`config.mk`:
```
export PLATFORM = sky130hd
export DESIGN_NAME = reep_cordic_cell
export DESIGN_NICKNAME = d
export VERILOG_FILES = /design/src/sv/rotated_ellipse_point_eval_unit_assert.svh /design/src/sv/reep_pkg.sv /design/src/sv/reep_cordic_cell.sv
export SDC_FILE = /design/constraint.sdc
export NUM_CORES = 1
export LEC_CHECK = 0
export BUFFER_PORTS_ARGS = -buffer_cell sky130_fd_sc_hd__buf_2
export CAP_MARGIN = 20
export CORE_MARGIN = 3
export CORE_UTILIZATION = 45
export DETAILED_ROUTE_END_ITERATION = 10
export GPL_TIMING_DRIVEN = 0
export PLACE_DENSITY = 0.74
export SLEW_MARGIN = 20
export SYNTH_ARGS = -nofsm -noshare
export SYNTH_HDL_FRONTEND = slang
export SYNTH_SLANG_ARGS = --single-unit
```
`constraint.sdc`:
```
create_clock -name aclk -period 2.7 [get_ports aclk]
set_clock_uncertainty 0.05 [all_clocks]
set_input_delay 0.27 -clock aclk [delete_from_list [all_inputs] [get_ports aclk]]
set_output_delay 0.27 -clock aclk [all_outputs]
set_load 0.01 [all_outputs]
```
`src/sv/rotated_ellipse_point_eval_unit_assert.svh`:
```
// Assertion macros for the rotated ellipse point evaluator.
// Used by the top level only; no other dependencies.
`ifndef ROTATED_ELLIPSE_POINT_EVAL_UNIT_ASSERT_SVH
`define ROTATED_ELLIPSE_POINT_EVAL_UNIT_ASSERT_SVH
`ifndef SYNTH
// same-cycle implication
`define REEP_ASSERT_IMPL(label, clk, rst_n, ante, cons) \
    label: assert property (@(posedge clk) disable iff (!rst_n) (ante) |-> (cons)) \
        else $error("assertion failed: label");
// next-cycle implication
`define REEP_ASSERT_NEXT(label, clk, rst_n, ante, cons) \
    label: assert property (@(posedge clk) disable iff (!rst_n) (ante) |=> (cons)) \
        else $error("assertion failed: label");
`else
`define REEP_ASSERT_IMPL(label, clk, rst_n, ante, cons)
`define REEP_ASSERT_NEXT(label, clk, rst_n, ante, cons)
`endif
`endif

```
`src/sv/reep_pkg.sv`:
```
// Shared constants for the rotated ellipse evaluator: CORDIC widths,
// arctangent table and configuration register indexes. No dependencies.
package reep_pkg;

    localparam int DEF_ANGLE_BITS    = 16;
    localparam int DEF_COORD_BITS    = 32;
    localparam int DEF_CORDIC_STAGES = 16;

    localparam int MAX_STAGES = 24;
    localparam int TURN_BITS  = 32;
    localparam int XW         = 34;   // CORDIC x/y, Q2.30 plus headroom
    localparam int ZW         = 33;   // residual angle, signed turn fraction

    localparam logic signed [XW-1:0] CORDIC_X0 = 34'sd652032874;

    // arctan(2^-i) in units of 2^-32 turn
    localparam logic [TURN_BITS-1:0] ATAN_TURNS [MAX_STAGES] = '{
        32'd536870912, 32'd316933406, 32'd167458907, 32'd85004756,
        32'd42667331,  32'd21354465,  32'd10680862,  32'd5340245,
        32'd2670163,   32'd1335087,   32'd667544,    32'd333772,
        32'd166886,    32'd83443,     32'd41721,     32'd20860,
        32'd10430,     32'd5215,      32'd2607,      32'd1303,
        32'd651,       32'd325,       32'd162,       32'd81
    };

    localparam int CFG_IDX_BITS = 3;

    typedef enum logic [CFG_IDX_BITS-1:0] {
        CFG_CENTER_X   = 3'd0,
        CFG_CENTER_Y   = 3'd1,
        CFG_RADIUS_ONE = 3'd2,
        CFG_RADIUS_TWO = 3'd3,
        CFG_TILT_ANGLE = 3'd4
    } cfg_idx_t;

endpackage

```
`src/sv/reep_cordic_cell.sv`:
```
// One rotation-mode CORDIC micro-rotation with its output registers.
// Depends on reep_pkg for widths and the arctangent table.
module reep_cordic_cell #(
    parameter int STAGE = 0
) (
    input  logic                         aclk,
    input  logic                         adv,
    input  logic signed [reep_pkg::XW-1:0] x_in,
    input  logic signed [reep_pkg::XW-1:0] y_in,
    input  logic signed [reep_pkg::ZW-1:0] z_in,
    output logic signed [reep_pkg::XW-1:0] x_out,
    output logic signed [reep_pkg::XW-1:0] y_out,
    output logic signed [reep_pkg::ZW-1:0] z_out
);
    import reep_pkg::*;

    localparam logic signed [ZW-1:0] ATAN_STEP = {1'b0, ATAN_TURNS[STAGE]};

    logic signed [XW-1:0] x_reg, x_next, y_reg, y_next, dx, dy;
    logic signed [ZW-1:0] z_reg, z_next;

    always_comb begin
        dx = y_in >>> STAGE;
        dy = x_in >>> STAGE;
        if (!z_in[ZW-1]) begin
            x_next = x_in - dx;
            y_next = y_in + dy;
            z_next = z_in - ATAN_STEP;
        end else begin
            x_next = x_in + dx;
            y_next = y_in - dy;
            z_next = z_in + ATAN_STEP;
        end
    end

    // hold while the output side stalls
    always_ff @(posedge aclk) begin
        if (adv) begin
            x_reg <= x_next;
            y_reg <= y_next;
            z_reg <= z_next;
        end
    end

    assign x_out = x_reg;
    assign y_out = y_reg;
    assign z_out = z_reg;

endmodule

```
==> summary.txt <==
Status
  • Status: complete, but fails checks
  • Violations in the final reports: negative setup slack

Timing
  • Setup violations, final: 13
  • Unrepaired setup endpoints after global routing: yes
  • Period utilisation layout: 106%
  • Fin. max-slew vios: 0
  • Least-Margin Pin Slew: about 980 ps
  • Final hold violation count: 0
  • FMAX: 0.349 GHz
  • Final setup margin: -166 ps
  • Period minus WS final: 2870 ps
  • Rel. slew slack: about a third

Floorplan
  • Io pins: 204
  • Row cnt: 51
  • Initial Util: about 46%
  • Floorplan Core Area: 0.0196 mm2
  • Die footprint: 0.0218 mm2
  • Die Span Y: between 100 and 150 um
  • Width of the die: 148 um

Final layout
  • Most common cell after layout, fill and taps aside: buf_2
  • Finished Cell Area: between 0.01 and 0.015 mm2
  • Final Util: 60.3%
  • Commonest cells after routing, fill and taps aside: 205 x buf_2, 109 x a21oi_1, 100 x edfxtp_1, 98 x nor2_1, 90 x inv_1
  • Synthesis-to-finish area growth: 30.8%
  • Diodes inserted: 0
  • Share of layout cells above drive strength 1: between 30% and 40%
  • Post-Layout Cell Count: around 1500
  • Nets: about 1500
  • Fillers: approximately 1700

Place
  • # placed instances: about 1500
  • Number of port buffers: roughly 200
  • Area post-placement: roughly 0.010 mm2
  • Pre-CTS WS: -1100 ps
  • Dpl hpwl: 23900 um
  • Gpl congestion: a little under 1

Run
  • MaxCap Viol Count: 0

Clock tree
  • Worst-path clk slew: roughly 70 ps
  • Clock net sink count: 100
  • Clk Tree Root Cell: clkbuf_16
  • CTS Buffer Depth: 2
  • CTS Hold Buffers Added: 0
  • CTS tree: done
  • Htree depth: 3
  • Num CTS Buffers: 9

Power
  • Peak supply drop: 262 uV
  • Power Density: between 400 and 500 mW/mm2
  • Leak: approximately 5.1 nW

Route
  • Metal3 WL: about 3200 um
  • Drt via density: about 5.8
  • Wire per inst: slightly above 20 um
  • Detail Route Antenna Nets: 0
  • Final wirelength: ~31000 um
  • First DRT Iteration DRCs: 1016
  • Routed wl met2: between 10000 and 15000 um
  • Wl on met1: 13300 um
  • Pre-antenna DRT Iters: 8
  • Top layer in use: met4
  • # DRC: 0
  • DR vias: ~8900

Critical path
  • CP startpoint kind: input port
  • Worst EP required: 2760 ps
  • CP Capture Type: register
  • CP arrival: around 2900 ps
  • CP Class: input port to register
  • Crit path max fanout: 4

Global routing
  • Vias in the first global route: between 8000 and 9000
  • Grt total ovfl: 0
  • Antenna violations before repair: 0
  • Gr usage total: around 27%
  • First-pass GRT wire length: about 46000 um
  • Largest net degree at the start of global routing: 84

Logic synthesis
  • Async S/R FF share, synth: 0%
  • Leading register cell type out of synthesis: edfxtp_1
  • Synth Register Bits: 100
  • Synth Net Count: 1214
  • Synth cell types: 76
  • Cell Area, Synth: around 0.009 mm2
  • Cells after synthesis: 1005
  • Post-synth EDFFs: 100
  • Seq/Total Area, Yosys: between 30% and 40%
  • Avg Inst Size Synth: between 8 and 9 um2
  • Yosys warns: 0

Worst hold path
  • Path type of the worst min-delay path: input port to register
  • Hold endpoint: z_out[24]$_DFFE_PP_
  • Hold path cells: 1
  • Hold path start: z_in[24]
critical path, stage by stage:
cell and delay, ps:
buf_8 100, ha_4 160, fa_2 360, and2b_4 190, o311ai_4 370, a31oi_4 180
o2111ai_4 260, a31oi_4 170, a21bo_1 240, a221o_1 320, mux2i_1 190, xnor2_1 110
metrics by stage:
stage | total power [mW] | hold slack (ps) | TNS (ps)
global route | 6.07 | 24.4 | -2660
detailed placement | 4.13 | 398 | -22690
CTS | 5.61 | 29.1 | -307
finish | 5.78 | 44.0 | -1080
global placement | 4.10 | 396 | -22200
floorplan | 3.35 | 319 | -263
routing by layer:
layer	up-vias	GRT usage, %
li1	4142	-
met3	61	5.36
met1	4187	38.3
met2	517	42.6
met5	-	0
met4	0	7.36
cell usage after synthesis, types with 9 or more instances:
master	instances	share of area (%)
ha_1	102	14
nor3_1	14	0.78
xnor2_1	56	5.4
a211oi_1	13	1.1
inv_1	98	4.1
nand3_1	22	1.2
o21ai_0	53	2.9
xor2_1	10	0.97
o21bai_1	20	1.7
nor2_1	103	4.3
a21oi_1	124	6.9
mux2i_1	15	1.7
edfxtp_1	100	33
clkbuf_1	16	0.67
buf_2	14	0.78
o31ai_1	11	0.91
nand2_1	42	1.7
nand2b_1	13	0.90
a2111oi_0	9	0.87
a21o_1	21	1.7
state kept, by name (all words and copies together), names as in the netlist:
name / flops
z_out: 33
y_out: 33
x_out: 34
cell families after synthesis:
kind of cell	Yosys count	share of synthesized area, %
AO/OA/AOI/OAI	338	24.9
XOR/XNOR	66	6.40
adder cells (fa/ha/maj)	106	15.0
buffers and inverters	148	6.69
flip-flops	100	33.3
multiplexers	16	1.79
AND/OR/NAND/NOR	231	11.9
worst max-delay path by stage:
| stage | from | end | slack, ps | cells past startpoint |
|---|---|---|---|---|
| finish | y_in[0] | y_out[26]$_DFFE_PP_ | -170 | 12 |
| global route | y_in[0] | y_out[26]$_DFFE_PP_ | -280 | 12 |
| CTS | y_in[0] | y_out[26]$_DFFE_PP_ | -130 | 12 |
| detailed placement | x_in[7] | x_out[20]$_DFFE_PP_ | -1100 | 13 |
| global placement | x_in[7] | x_out[20]$_DFFE_PP_ | -1070 | 13 |
| floorplan | x_in[0] | y_out[26]$_DFFE_PP_ | -110 | 11 |
timing repair:
item / 4_1_cts / 5_1_grt
setup endpoints to repair: 35 / 32
pin swaps: 42 / 44
resized for setup: 94 / 75
buffers inserted: 24 / 17
cell type report:
cell class	count	area (um2)	area share (%)
clock buffers	11	233	1.97
inverters	103	393	3.33
clock inverters	5	60.1	0.509
well taps	265	332	2.81
plain buffers	44	248	2.10
flip-flops and latches	100	3000	25.4
repair buffers	245	1400	11.9
multi-input cells	757	6140	52.0
power breakdown:
part | total, mW | internal (mW) | switching (mW)
sequential | 2.05 | 2.00 | 0.0520
combinational | 2.43 | 0.960 | 1.47
clock | 1.30 | 0.723 | 0.580
(Power assumes the default switching activity.)
